$ cat src/sv/sphc_pkg.sv
// Shared constants for the sphere-sphere contact generator.
// Used by every module of the block; depends on nothing else.
`default_nettype none
package sphc_pkg;
    localparam int FRAC_BITS_DEFAULT = 16;
    localparam logic [15:0] CAPACITY_RESET = 16'd256;
    localparam int OPND_W = 32;
    localparam int S_DATA_W = 256;
    localparam int M_DATA_W = 184;
    localparam int M_USER_W = 2;
endpackage
`default_nettype wire

$ cat src/sv/sphere_sphere_contact.sv
// Sphere-sphere contact generator.
// Input words on s_tdata carry two spheres (centre and radius, Q16.16); one
// result word leaves on m_tdata/m_tuser for every input word, in order.
// The contact budget register is written on cfg_valid/cfg_data (always ready)
// and must only be written while the block is idle.
// One item at a time: s_tready is high only when the block is idle. A pair
// that hits uses the shared multiplier (three squares and the squared radius
// sum), then the square-root unit, then the divider once per normal
// component, and then the result is latched. Pairs that miss finish after
// the multiplier; a used-up budget goes straight to the output.
// The result is held on m_tdata until m_tready; the next word is taken only
// after that. Reset (aresetn low, synchronous) empties the block, clears the
// contact count and sets the capacity to 256.
// Depends on sphc_pkg, sphc_mul, sphc_sqrt and sphc_div.
`default_nettype none
module sphere_sphere_contact #(
    parameter int FRAC_BITS = sphc_pkg::FRAC_BITS_DEFAULT
) (
    input  wire logic                            aclk,
    input  wire logic                            aresetn,
    // first_x, first_y, first_z, first_radius, second_x, second_y,
    // second_z, second_radius
    input  wire logic [sphc_pkg::S_DATA_W-1:0]   s_tdata,
    input  wire logic                            s_tvalid,
    output logic                                 s_tready,
    // normal_x, normal_y, normal_z, point_x, point_y, point_z, depth
    output logic      [sphc_pkg::M_DATA_W-1:0]   m_tdata,
    // hit, budget_full
    output logic      [sphc_pkg::M_USER_W-1:0]   m_tuser,
    output logic                                 m_tvalid,
    input  wire logic                            m_tready,
    input  wire logic                            cfg_valid,
    output logic                                 cfg_ready,
    input  wire logic [15:0]                     cfg_data
);
    localparam int W  = sphc_pkg::OPND_W;
    localparam int QW = FRAC_BITS + 1;
    localparam int EW = (QW > 18) ? QW : 18;

    localparam logic [2:0] ST_IDLE = 3'd0;
    localparam logic [2:0] ST_MUL  = 3'd1;
    localparam logic [2:0] ST_SQRT = 3'd2;
    localparam logic [2:0] ST_DIV  = 3'd3;
    localparam logic [2:0] ST_OUT  = 3'd4;

    logic [2:0]  state_reg, state_next;
    logic [2:0]  cnt_reg, cnt_next;
    logic [1:0]  comp_reg, comp_next;
    logic [15:0] cap_reg, used_reg, used_next;

    logic signed [W-1:0] a_reg [3];
    logic signed [W:0]   d_reg [3];
    logic [W-1:0]        rsum_reg;
    logic [2*W+1:0]      s_reg, s_next;
    logic [W-1:0]        len_reg;
    logic [QW-1:0]       q_reg [3];

    logic [sphc_pkg::M_DATA_W-1:0] tdata_reg, tdata_next;
    logic [sphc_pkg::M_USER_W-1:0] tuser_reg, tuser_next;

    logic [W-1:0]   mag [3];
    logic [W-1:0]   mul_a;
    logic [2*W-1:0] prod;
    logic           sqrt_start, sqrt_done, div_start, div_done;
    logic [W-1:0]   root;
    logic [1:0]     div_idx;
    logic [QW-1:0]  quot;
    logic           accept;

    assign accept    = s_tvalid && s_tready;
    assign s_tready  = (state_reg == ST_IDLE);
    assign cfg_ready = 1'b1;
    assign m_tvalid  = (state_reg == ST_OUT) && (cnt_reg != 3'd5);
    assign m_tdata   = tdata_reg;
    assign m_tuser   = tuser_reg;

    always_comb begin
        for (int i = 0; i < 3; i++) begin
            mag[i] = d_reg[i][W] ? W'(-d_reg[i]) : d_reg[i][W-1:0];
        end
    end

    always_comb begin
        case (cnt_reg[1:0])
            2'd0:    mul_a = mag[0];
            2'd1:    mul_a = mag[1];
            2'd2:    mul_a = mag[2];
            default: mul_a = rsum_reg;
        endcase
    end

    sphc_mul u_mul (
        .aclk     (aclk),
        .a        (mul_a),
        .b        (mul_a),
        .prod_reg (prod)
    );

    sphc_sqrt u_sqrt (
        .aclk     (aclk),
        .aresetn  (aresetn),
        .start    (sqrt_start),
        .radicand (s_reg[2*W-1:0]),
        .done     (sqrt_done),
        .root     (root)
    );

    sphc_div #(.FRAC_BITS(FRAC_BITS)) u_div (
        .aclk     (aclk),
        .aresetn  (aresetn),
        .start    (div_start),
        .num      (mag[div_idx]),
        .den      (len_reg),
        .done     (div_done),
        .quot_reg (quot)
    );

    // Final result fields from the registered intermediate values.
    logic [17:0]         nrm [3];
    logic [W-1:0]        pnt [3];
    logic [EW-1:0]       qe;
    logic [17:0]         qc;
    logic signed [W+1:0] psum;
    logic [W-1:0]        dep_full;
    logic [W-2:0]        dep;

    always_comb begin
        for (int i = 0; i < 3; i++) begin
            qe = EW'(q_reg[i]);
            qc = (qe > EW'(131072)) ? 18'h20000 : qe[17:0];
            if (d_reg[i][W]) begin
                nrm[i] = -qc;
            end else begin
                nrm[i] = (qc == 18'h20000) ? 18'h1FFFF : qc;
            end
            psum = (W+2)'(a_reg[i]) + (W+2)'(d_reg[i] >>> 1);
            if (psum > (W+2)'(32'sh7FFFFFFF)) begin
                pnt[i] = 32'h7FFFFFFF;
            end else if (psum < -(W+2)'(34'sh80000000)) begin
                pnt[i] = 32'h80000000;
            end else begin
                pnt[i] = psum[W-1:0];
            end
        end
        dep_full = rsum_reg - len_reg;
        dep      = dep_full[W-1] ? {(W-1){1'b1}} : dep_full[W-2:0];
    end

    always_comb begin
        state_next = state_reg;
        cnt_next   = cnt_reg;
        comp_next  = comp_reg;
        used_next  = used_reg;
        s_next     = s_reg;
        tdata_next = tdata_reg;
        tuser_next = tuser_reg;
        sqrt_start = 1'b0;
        div_start  = 1'b0;
        div_idx    = comp_reg;
        case (state_reg)
            ST_IDLE: begin
                if (accept) begin
                    cnt_next = '0;
                    s_next   = '0;
                    if (used_reg >= cap_reg) begin
                        tdata_next = '0;
                        tuser_next = 2'b10;
                        state_next = ST_OUT;
                    end else begin
                        state_next = ST_MUL;
                    end
                end
            end
            ST_MUL: begin
                cnt_next = cnt_reg + 3'd1;
                if (cnt_reg >= 3'd1 && cnt_reg <= 3'd3) begin
                    s_next = s_reg + (2*W+2)'(prod);
                end
                if (cnt_reg == 3'd4) begin
                    if (s_reg == '0 || s_reg >= (2*W+2)'(prod)) begin
                        tdata_next = '0;
                        tuser_next = 2'b00;
                        cnt_next   = '0;
                        state_next = ST_OUT;
                    end else begin
                        sqrt_start = 1'b1;
                        state_next = ST_SQRT;
                    end
                end
            end
            ST_SQRT: begin
                if (sqrt_done) begin
                    comp_next  = 2'd0;
                    cnt_next   = '0;
                    state_next = ST_DIV;
                end
            end
            ST_DIV: begin
                if (cnt_reg == '0) begin
                    div_start = 1'b1;
                    cnt_next  = 3'd1;
                end else if (div_done) begin
                    cnt_next = '0;
                    if (comp_reg == 2'd2) begin
                        state_next = ST_OUT;
                        cnt_next   = 3'd5;
                    end else begin
                        comp_next = comp_reg + 2'd1;
                    end
                end
            end
            ST_OUT: begin
                if (cnt_reg == 3'd5) begin
                    // Results of a hit are latched in ST_OUT, after the divider has written the last component.
                    tdata_next = {3'b000, dep, pnt[2], pnt[1], pnt[0],
                                  nrm[2], nrm[1], nrm[0]};
                    tuser_next = 2'b01;
                    cnt_next   = '0;
                    if (used_reg != 16'hFFFF) begin
                        used_next = used_reg + 16'd1;
                    end
                end else if (m_tready) begin
                    state_next = ST_IDLE;
                end
            end
            default: state_next = ST_IDLE;
        endcase
    end

    // m_tvalid is gated until the hit payload is latched.
    always_ff @(posedge aclk) begin
        if (!aresetn) begin
            state_reg <= ST_IDLE;
            cnt_reg   <= '0;
            comp_reg  <= '0;
            used_reg  <= '0;
            cap_reg   <= sphc_pkg::CAPACITY_RESET;
        end else begin
            state_reg <= state_next;
            cnt_reg   <= cnt_next;
            comp_reg  <= comp_next;
            used_reg  <= used_next;
            if (cfg_valid) begin
                cap_reg <= cfg_data;
            end
        end
        s_reg     <= s_next;
        tdata_reg <= tdata_next;
        tuser_reg <= tuser_next;
        if (accept) begin
            a_reg[0] <= s_tdata[31:0];
            a_reg[1] <= s_tdata[63:32];
            a_reg[2] <= s_tdata[95:64];
            d_reg[0] <= (W+1)'($signed(s_tdata[31:0]))   - (W+1)'($signed(s_tdata[158:127]));
            d_reg[1] <= (W+1)'($signed(s_tdata[63:32]))  - (W+1)'($signed(s_tdata[190:159]));
            d_reg[2] <= (W+1)'($signed(s_tdata[95:64]))  - (W+1)'($signed(s_tdata[222:191]));
            rsum_reg <= W'(s_tdata[126:96]) + W'(s_tdata[253:223]);
        end
        if (sqrt_done) begin
            len_reg <= root;
        end
        if (state_reg == ST_DIV && div_done) begin
            q_reg[comp_reg] <= quot;
        end
    end
endmodule
`default_nettype wire

$ cat src/sv/sphc_mul.sv
// Shared unsigned multiplier with a registered product.
// Depends on sphc_pkg for the operand width.
`default_nettype none
module sphc_mul (
    input  wire logic                              aclk,
    input  wire logic [sphc_pkg::OPND_W-1:0]       a,
    input  wire logic [sphc_pkg::OPND_W-1:0]       b,
    output logic      [2*sphc_pkg::OPND_W-1:0]     prod_reg
);
    logic [2*sphc_pkg::OPND_W-1:0] prod_next;

    assign prod_next = a * b;

    always_ff @(posedge aclk) begin
        prod_reg <= prod_next;
    end
endmodule
`default_nettype wire

$ cat src/sv/sphc_sqrt.sv
// Bit-pair restoring integer square root of a 64-bit value, one step a cycle.
// Depends on sphc_pkg for the result width.
`default_nettype none
module sphc_sqrt (
    input  wire logic                          aclk,
    input  wire logic                          aresetn,
    input  wire logic                          start,
    input  wire logic [2*sphc_pkg::OPND_W-1:0] radicand,
    output logic                               done,
    output logic      [sphc_pkg::OPND_W-1:0]   root
);
    localparam int W = 2 * sphc_pkg::OPND_W;

    logic [W-1:0] s_reg, s_next, r_reg, r_next, bit_reg, bit_next, rb;
    logic [4:0]   cnt_reg, cnt_next;
    logic         busy_reg, busy_next;

    assign rb = r_reg + bit_reg;

    always_comb begin
        s_next    = s_reg;
        r_next    = r_reg;
        bit_next  = bit_reg;
        cnt_next  = cnt_reg;
        busy_next = busy_reg;
        if (start) begin
            s_next    = radicand;
            r_next    = '0;
            bit_next  = {2'b01, {(W-2){1'b0}}};
            cnt_next  = '0;
            busy_next = 1'b1;
        end else if (busy_reg) begin
            if (s_reg >= rb) begin
                s_next = s_reg - rb;
                r_next = (r_reg >> 1) + bit_reg;
            end else begin
                r_next = r_reg >> 1;
            end
            bit_next = bit_reg >> 2;
            cnt_next = cnt_reg + 5'd1;
            if (cnt_reg == 5'd31) begin
                busy_next = 1'b0;
            end
        end
    end

    // The root is final in the cycle after the last step.
    logic fin_reg;
    always_ff @(posedge aclk) begin
        if (!aresetn) begin
            busy_reg <= 1'b0;
            fin_reg  <= 1'b0;
            cnt_reg  <= '0;
        end else begin
            busy_reg <= busy_next;
            fin_reg  <= busy_reg && !busy_next && !start;
            cnt_reg  <= cnt_next;
        end
        s_reg   <= s_next;
        r_reg   <= r_next;
        bit_reg <= bit_next;
    end

    assign root = r_reg[sphc_pkg::OPND_W-1:0];

    always_comb begin
        done = fin_reg;
    end
endmodule
`default_nettype wire

$ cat src/sv/sphc_div.sv
// Restoring divider for one normal component: (num << FRAC_BITS) / den,
// where num <= den, one quotient bit a cycle. Depends on sphc_pkg.
`default_nettype none
module sphc_div #(
    parameter int FRAC_BITS = sphc_pkg::FRAC_BITS_DEFAULT
) (
    input  wire logic                        aclk,
    input  wire logic                        aresetn,
    input  wire logic                        start,
    input  wire logic [sphc_pkg::OPND_W-1:0] num,
    input  wire logic [sphc_pkg::OPND_W-1:0] den,
    output logic                             done,
    output logic      [FRAC_BITS:0]          quot_reg
);
    localparam int W  = sphc_pkg::OPND_W;
    localparam int CW = $clog2(FRAC_BITS + 1);

    logic [W:0]          rem_reg, rem_next, t;
    logic [W-1:0]        den_reg, den_next;
    logic [FRAC_BITS:0]  quot_next;
    logic [CW-1:0]       cnt_reg, cnt_next;
    logic                busy_reg, busy_next, fin_reg, fin_next;

    always_comb begin
        rem_next  = rem_reg;
        den_next  = den_reg;
        quot_next = quot_reg;
        cnt_next  = cnt_reg;
        busy_next = busy_reg;
        fin_next  = 1'b0;
        t         = (cnt_reg == '0) ? rem_reg : {rem_reg[W-1:0], 1'b0};
        if (start) begin
            rem_next  = {1'b0, num};
            den_next  = den;
            quot_next = '0;
            cnt_next  = '0;
            busy_next = 1'b1;
        end else if (busy_reg) begin
            if (t >= {1'b0, den_reg}) begin
                rem_next  = t - {1'b0, den_reg};
                quot_next = {quot_reg[FRAC_BITS-1:0], 1'b1};
            end else begin
                rem_next  = t;
                quot_next = {quot_reg[FRAC_BITS-1:0], 1'b0};
            end
            cnt_next = cnt_reg + CW'(1);
            if (cnt_reg == CW'(FRAC_BITS)) begin
                busy_next = 1'b0;
                fin_next  = 1'b1;
            end
        end
    end

    always_ff @(posedge aclk) begin
        if (!aresetn) begin
            busy_reg <= 1'b0;
            fin_reg  <= 1'b0;
            cnt_reg  <= '0;
        end else begin
            busy_reg <= busy_next;
            fin_reg  <= fin_next;
            cnt_reg  <= cnt_next;
        end
        rem_reg  <= rem_next;
        den_reg  <= den_next;
        quot_reg <= quot_next;
    end

    assign done = fin_reg;
endmodule
`default_nettype wire
$ cat config.mk
export PLATFORM = sky130hd
export DESIGN_NAME = sphere_sphere_contact
export DESIGN_NICKNAME = d
export VERILOG_FILES = /design/src/sv/sphc_pkg.sv /design/src/sv/sphere_sphere_contact.sv /design/src/sv/sphc_mul.sv /design/src/sv/sphc_sqrt.sv /design/src/sv/sphc_div.sv
export SDC_FILE = /design/constraint.sdc
export NUM_CORES = 2
export LEC_CHECK = 0
export BUFFER_PORTS_ARGS = -buffer_cell sky130_fd_sc_hd__buf_2
export CAP_MARGIN = 15
export CORE_AREA = 5 5 507 509
export DETAILED_ROUTE_END_ITERATION = 10
export DIE_AREA = 0 0 512 514
export PLACE_DENSITY = 0.57
export SLEW_MARGIN = 20
export SYNTH_ARGS = -nofsm -noshare
export SYNTH_HDL_FRONTEND = slang
export SYNTH_SLANG_ARGS = --single-unit
$ cat constraint.sdc
create_clock -name aclk -period 49 [get_ports aclk]
set_clock_uncertainty 0.15 [all_clocks]
set_input_delay 2.45 -clock aclk [delete_from_list [all_inputs] [get_ports aclk]]
set_output_delay 2.45 -clock aclk [all_outputs]
set_load 0.05 [all_outputs]
Word level (Yosys, flattened, before mapping)
Memory sizes are Yosys's and may differ from the RTL's.
Cells that the tools add are included.
Cells by class
  add/subtract/negate cells: 24
  eq/ne operators: 30
  order comparisons: 16
  bitwise operators: 3
  multiply operators: 1
  reductions and logical operators: 31
  multiplexer cells: 88
Operator list (number)
  2-to-1 mux 184 bit: 5
  one-hot mux 184 bit (3 select lines): 1
  2-to-1 mux 32 bit: 13
  2-to-1 mux 64 bit: 4
  2-to-1 mux 18 bit: 9
  2-to-1 mux 66 bit: 2
  one-hot mux 66 bit (2 select lines): 1
  adder 32 x 32 -> 33 bit: 3
  > comparator 33 x 32 -> 1 bit, second input constant: 3
  less-than comparator 33 x 32 -> 1 bit, second input constant: 3
  subtractor 32 x 32 -> 33 bit: 3
  negator 32 bit: 3
  one-hot mux 32 bit (3 select lines): 1
  adder 66 x 64 -> 66 bit: 1
  >= comparator 66 x 64 -> 1 bit: 1
  logical NOT 66 bit: 1
  2-to-1 mux 33 bit: 2
  adder 63 x 63 -> 64 bit: 1
  adder 64 x 63 -> 64 bit: 1
  binary-select mux 32 bit (select 2 bit): 1
  >= comparator 64 bit: 1
  multiplier 32 x 32 -> 64 bit: 1
  subtractor 64 bit: 1
  equality test 18 bit, second input constant: 3
  50 further kinds: 128
Word-level totals
  logic and storage cells: 220
  input port bits: 277
  output and inout bits: 189
  register bits after elaboration: 676
  memories: 3
  bits in writable memories: 246
Memory list
  d_reg: words 3, width 33, rd ports 3, clocked after Yosys merged registers in 0, write ports 3, RTL line sphere_sphere_contact.sv:52  | logic signed [W:0] d_reg [3];
  a_reg: words 3, width 32, rd ports 3, clocked after Yosys merged registers in 0, write ports 3, RTL line sphere_sphere_contact.sv:51  | logic signed [W-1:0] a_reg [3];
  q_reg: words 3, width 17, rd ports 3, clocked after Yosys merged registers in 0, write ports 1, RTL line sphere_sphere_contact.sv:56  | logic [QW-1:0] q_reg [3];

Depth between registers and ports, before layout
  depth after elaboration: 9
  depth in mapped cells: 42
  gate-level depth less buffers: 40

Cells and area by module
From an unflattened synthesis, not the netlist that was laid out.
Unflattened totals
  cell total of the unflattened synthesis: 10876
  area, all modules: 99390.3 um^2
Modules (own cells, without submodules)
  sphere_sphere_contact: area each 43047.5 um^2, instances 1, seq. area each 17586.9 um^2, cells each 4429
  sphc_mul: area each 34984.8 um^2, instances 1, seq. area each 1281.2 um^2, cells each 3855
  sphc_sqrt: area each 15464.8 um^2, instances 1, seq. area each 3983.8 um^2, cells each 1976
  sphc_div: area each 5893.2 um^2, instances 1, seq. area each 2422.3 um^2, cells each 616

Worst setup path after synthesis
No wires, ideal clock.
  path type: input to register
  start point: in s_tvalid
  end point: reg tdata_reg (netlist bit m_tdata[0]), enable pin
  library setup time: 1.221 ns
  path buffers: 0
  path slack: 26.635 ns
  data required time: 47.629 ns
  arrival time: 20.994 ns
  cell stages on the path: 3
  cell sequence: inv_1 a22o_1 o41ai_1
Between the ends
  cells in the longest elaborated chain, start to end: 3
RTL lines
  from (decl): RTL line sphere_sphere_contact.sv:24  | input wire logic s_tvalid,
  logical AND 1 bit: RTL line sphere_sphere_contact.sv:70  | assign accept = s_tvalid && s_tready;
  inequality test 2 x 1 -> 1 bit (no line)
  AND reduction 6 bit (no line)
  to (signal assigned): RTL line sphere_sphere_contact.sv:248  | tdata_reg <= tdata_next;
  to (decl): RTL line sphere_sphere_contact.sv:58  | logic [sphc_pkg::M_DATA_W-1:0] tdata_reg, tdata_next;
No other way between the ends.
A chain may end at the register's enable or synchronous reset.

==> results.sh <==
export IMPL_run_status="complete, no violations"
export IMPL_synth_top_cell_area_share_pct=22.3
export IMPL_regToRegStartpoint="d_reg[0][71]"
export IMPL_vias=74800
export IMPL_cts_repair_timing_setup_buffer_count=0
export IMPL_clockBufferDepth=3
export IMPL_clock_tree_from_tritoncts="built"
export IMPL_ys_seq_elements=918
export IMPL_post_synth_top_count_cell="inv_1"
export IMPL_grt_overflow_total=0
export IMPL_synth_area_top_cells="edfxtp_1 22%, fa_1 17%, ha_1 12%"
export IMPL_floorplan_die_area_um2=263000
export IMPL_class_of_the_most_critical_hold_timing_path="reg2reg"
export IMPL_synth_compound_area_share_pct=15.4
export IMPL_i_o_pins=466
export IMPL_max_fo_critical_path=12
export IMPL_grt_pass1_wl_um=472000
export IMPL_area_growth_syn_to_layout_pct=10.4
export IMPL_cts_num_sinks=918
export IMPL_drt_pass1_iter_count=6
export IMPL_post_synth_most_frequent_cells="1,452 x inv_1, 946 x nor2_1, 856 x ha_1"
export IMPL_synth_main_ff_cell="edfxtp_1"
export IMPL_fp_row_count=185
export IMPL_synth_mux_area_fraction_pct=2.01
export IMPL_final_setup_viol_count=0
export IMPL_cts_root_buffer_cell="clkbuf_16"
export IMPL_postSynthCellCount=10000
export IMPL_place_worst_setup_slack_ps=36270
export IMPL_globalRouteTotalUtil_pct=23.3
export IMPL_drtAntennaViolNets=0
export IMPL_unrepaired_setup_endpoints_after_global_routing="no"
export IMPL_first_iter_violations=5910
export IMPL_synth_cell_type_count=94
export IMPL_drive_above_1_share_pct=8.71
export IMPL_worstPathArrival_ps=13480
export IMPL_post_synthesis_sequential_area_ratio_pct=27.3
export IMPL_remaining_drc_errors=0
export IMPL_max_slew_worst_pin_slew_ps=1130
export IMPL_htree_levels=3
export IMPL_timing_final_hold_violations=0
export IMPL_port_buffer_count=459
export IMPL_holdPathEnd="u_div.den_reg[10]"
export IMPL_worst_hold_path_num_cells=0
export IMPL_start_point_of_the_worst_min_delay_path="len_reg[10]"
export IMPL_timing_critical_path_slowest_cell_delay_ps=620
export IMPL_synthXorXnorAreaFrac_pct=6.36
export IMPL_path_common_cell="fa_1"
export IMPL_post_route_min_period_ps=12980
export IMPL_syn_cell_area_um2=92600
export IMPL_cts_hold_fix_buffers=0
export IMPL_die_height_um=514
export IMPL_synthAdderAreaFrac_pct=29.0
export IMPL_fmax_mhz=77.1
export IMPL_vias_in_the_first_global_route=75700
export IMPL_initial_core_util_pct=36.7
export IMPL_share_of_flip_flops_with_an_asynchronous_set_or_reset_pct=0
export IMPL_coreArea_um2=253000
export IMPL_drt_wl_total_um=315000
export IMPL_fin_setup_tns_ps=0
export IMPL_setup_worst_path_class="reg2reg"
export IMPL_ff2ff_setup_slack_ps=36020
export IMPL_synth_edf_count=687
export IMPL_cp_required_ps=49500
export IMPL_gp_congestion=0.956
export IMPL_synthSimpleGateAreaFrac_pct=12.5
export IMPL_slew_violations=0
export IMPL_maxSlewHeadroom_pct=24.0
export IMPL_critical_path_slowest_cell="or4_1"
export IMPL_post_cts_resized_instances=0
export IMPL_cts_clk_slew_worst_paths_ps=60
export IMPL_number_of_buffers_inserted_during_clock_tree_synthesis=102
export IMPL_largest_register_ff_count=181
export IMPL_yosys_warnings=0
export IMPL_ff2ff_path_depth=36
export IMPL_die_w_um=512
export IMPL_viasPerCell=5.40
export IMPL_timing_rr_end="u_mul.prod_reg[61]"
export IMPL_antenna_found_initial=20
export IMPL_wl_per_cell_um=22.7
export IMPL_clock_latency_ps=780
export IMPL_grt_max_degree=82
export IMPL_syn_mean_instance_area_um2=9.23
export IMPL_combinational_family_with_the_most_area_after_synthesis="adder cells"
export IMPL_finish_net_count=12300
export IMPL_timing_final_ws_setup_ps=36020
export IMPL_dp_hpwl_um=253000
export IMPL_cp_start_kind="register"
export IMPL_maxCapViolCount=0
export IMPL_synthDominantAreaCellType="edfxtp_1"
export IMPL_cp_end_kind="register"
export IMPL_min_period_over_period_pct=26.5
## stage by stage
stage / hold slack, ps / cells / util, % / cell area (um2)
floorplan: 276 / 10000 / - / 92700
detailed placement: 312 / 13600 / 39.1 / 98800
global route: 349 / 13800 / 40.5 / 102000
global placement: 314 / 13600 / 39.1 / 98800
finish: 320 / 13800 / 40.5 / 102000
CTS: 327 / 13800 / 40.5 / 102000
## layer usage
| metal | GRT usage, % | vias to the layer above | routed length, um |
|---|---|---|---|
| li1 | - | 34900 | - |
| met1 | 31.0 | 36900 | 135000 |
| met2 | 37.9 | 2488 | 143000 |
| met3 | 3.41 | 497 | 21100 |
| met4 | 9.63 | 2 | 14800 |
| met5 | 0 | - | 13 |
## placed cells by master (no fill, tap or decap), types with 52 or more instances in the layout
| cell | Yosys | final |
|---|---|---|
| a211oi_1 | 92 | 92 |
| a21o_1 | 254 | 254 |
| a21oi_1 | 589 | 589 |
| a31oi_1 | 109 | 109 |
| and3_1 | 80 | 80 |
| buf_2 | 17 | 459 |
| buf_4 | 6 | 102 |
| clkbuf_16 | 0 | 107 |
| dfxtp_1 | 231 | 229 |
| edfxtp_1 | 687 | 687 |
| fa_1 | 809 | 809 |
| ha_1 | 856 | 855 |
| inv_1 | 1452 | 1452 |
| mux2_2 | 60 | 60 |
| mux2i_1 | 116 | 107 |
| nand2_1 | 776 | 773 |
| nand2b_1 | 76 | 76 |
| nand3_1 | 97 | 97 |
| nand4_1 | 92 | 92 |
| nor2_1 | 946 | 944 |
| nor2b_1 | 91 | 91 |
| nor3_1 | 134 | 133 |
| nor4_1 | 52 | 52 |
| o21a_1 | 78 | 78 |
| o21ai_0 | 555 | 553 |
| o21bai_1 | 102 | 102 |
| o31ai_1 | 68 | 68 |
| or3_1 | 54 | 54 |
| xnor2_1 | 367 | 367 |
| xor2_1 | 306 | 306 |
## cell families (layout without fill, tap and decap cells)
kind of cell               after synthesis  after routing
and+or+nand+nor                       2557           2557
AOI/OAI and AO/OA                     2238           2238
buffers and inverters                 1811           2228
adders and majority gates             1665           1665
DFF                                    918            918
xor gates and xnor gates               673            673
muxes                                  177            177
other                                    2             16
## critical path: cells and delay by family (launching register included)
| kind | cells | cell delay, ps |
|---|---|---|
| adder cells (fa/ha/maj) | 9 | 4510 |
| XOR/XNOR | 2 | 400 |
| flip-flops | 1 | 530 |
| AND/OR/NAND/NOR | 9 | 2790 |
| buffers and inverters | 7 | 1370 |
| multiplexers | 1 | 520 |
| AO/OA/AOI/OAI | 8 | 2550 |
## area by class of cell
| cell class | count | area (um2) |
|---|---|---|
| clock inverters | 61 | 599 |
| inverters | 1475 | 5540 |
| fillers | 25000 | 150000 |
| flip-flops and latches | 918 | 25300 |
| multi-input cells | 7314 | 60700 |
| well taps | 3366 | 4210 |
| diodes | 12 | 30.0 |
| clock buffers | 131 | 2880 |
| repair buffers | 561 | 3060 |
## how the worst max path moves through the flow
stage / start / end / slack, ps / cells after the start
CTS: d_reg[0][2] / u_mul.prod_reg[61] / 36150 / 38
global route: d_reg[0][2] / u_mul.prod_reg[61] / 35540 / 36
floorplan: s_tvalid / m_tdata[0] / 26630 / 3
detailed placement: d_reg[0][2] / u_mul.prod_reg[61] / 36270 / 38
finish: d_reg[0][71] / u_mul.prod_reg[61] / 36020 / 36
global placement: d_reg[0][71] / u_mul.prod_reg[61] / 36300 / 36
Power is left out: the tool's default activity adds up to more than one toggle a clock period on the data nets, which glitch-free logic cannot reach.
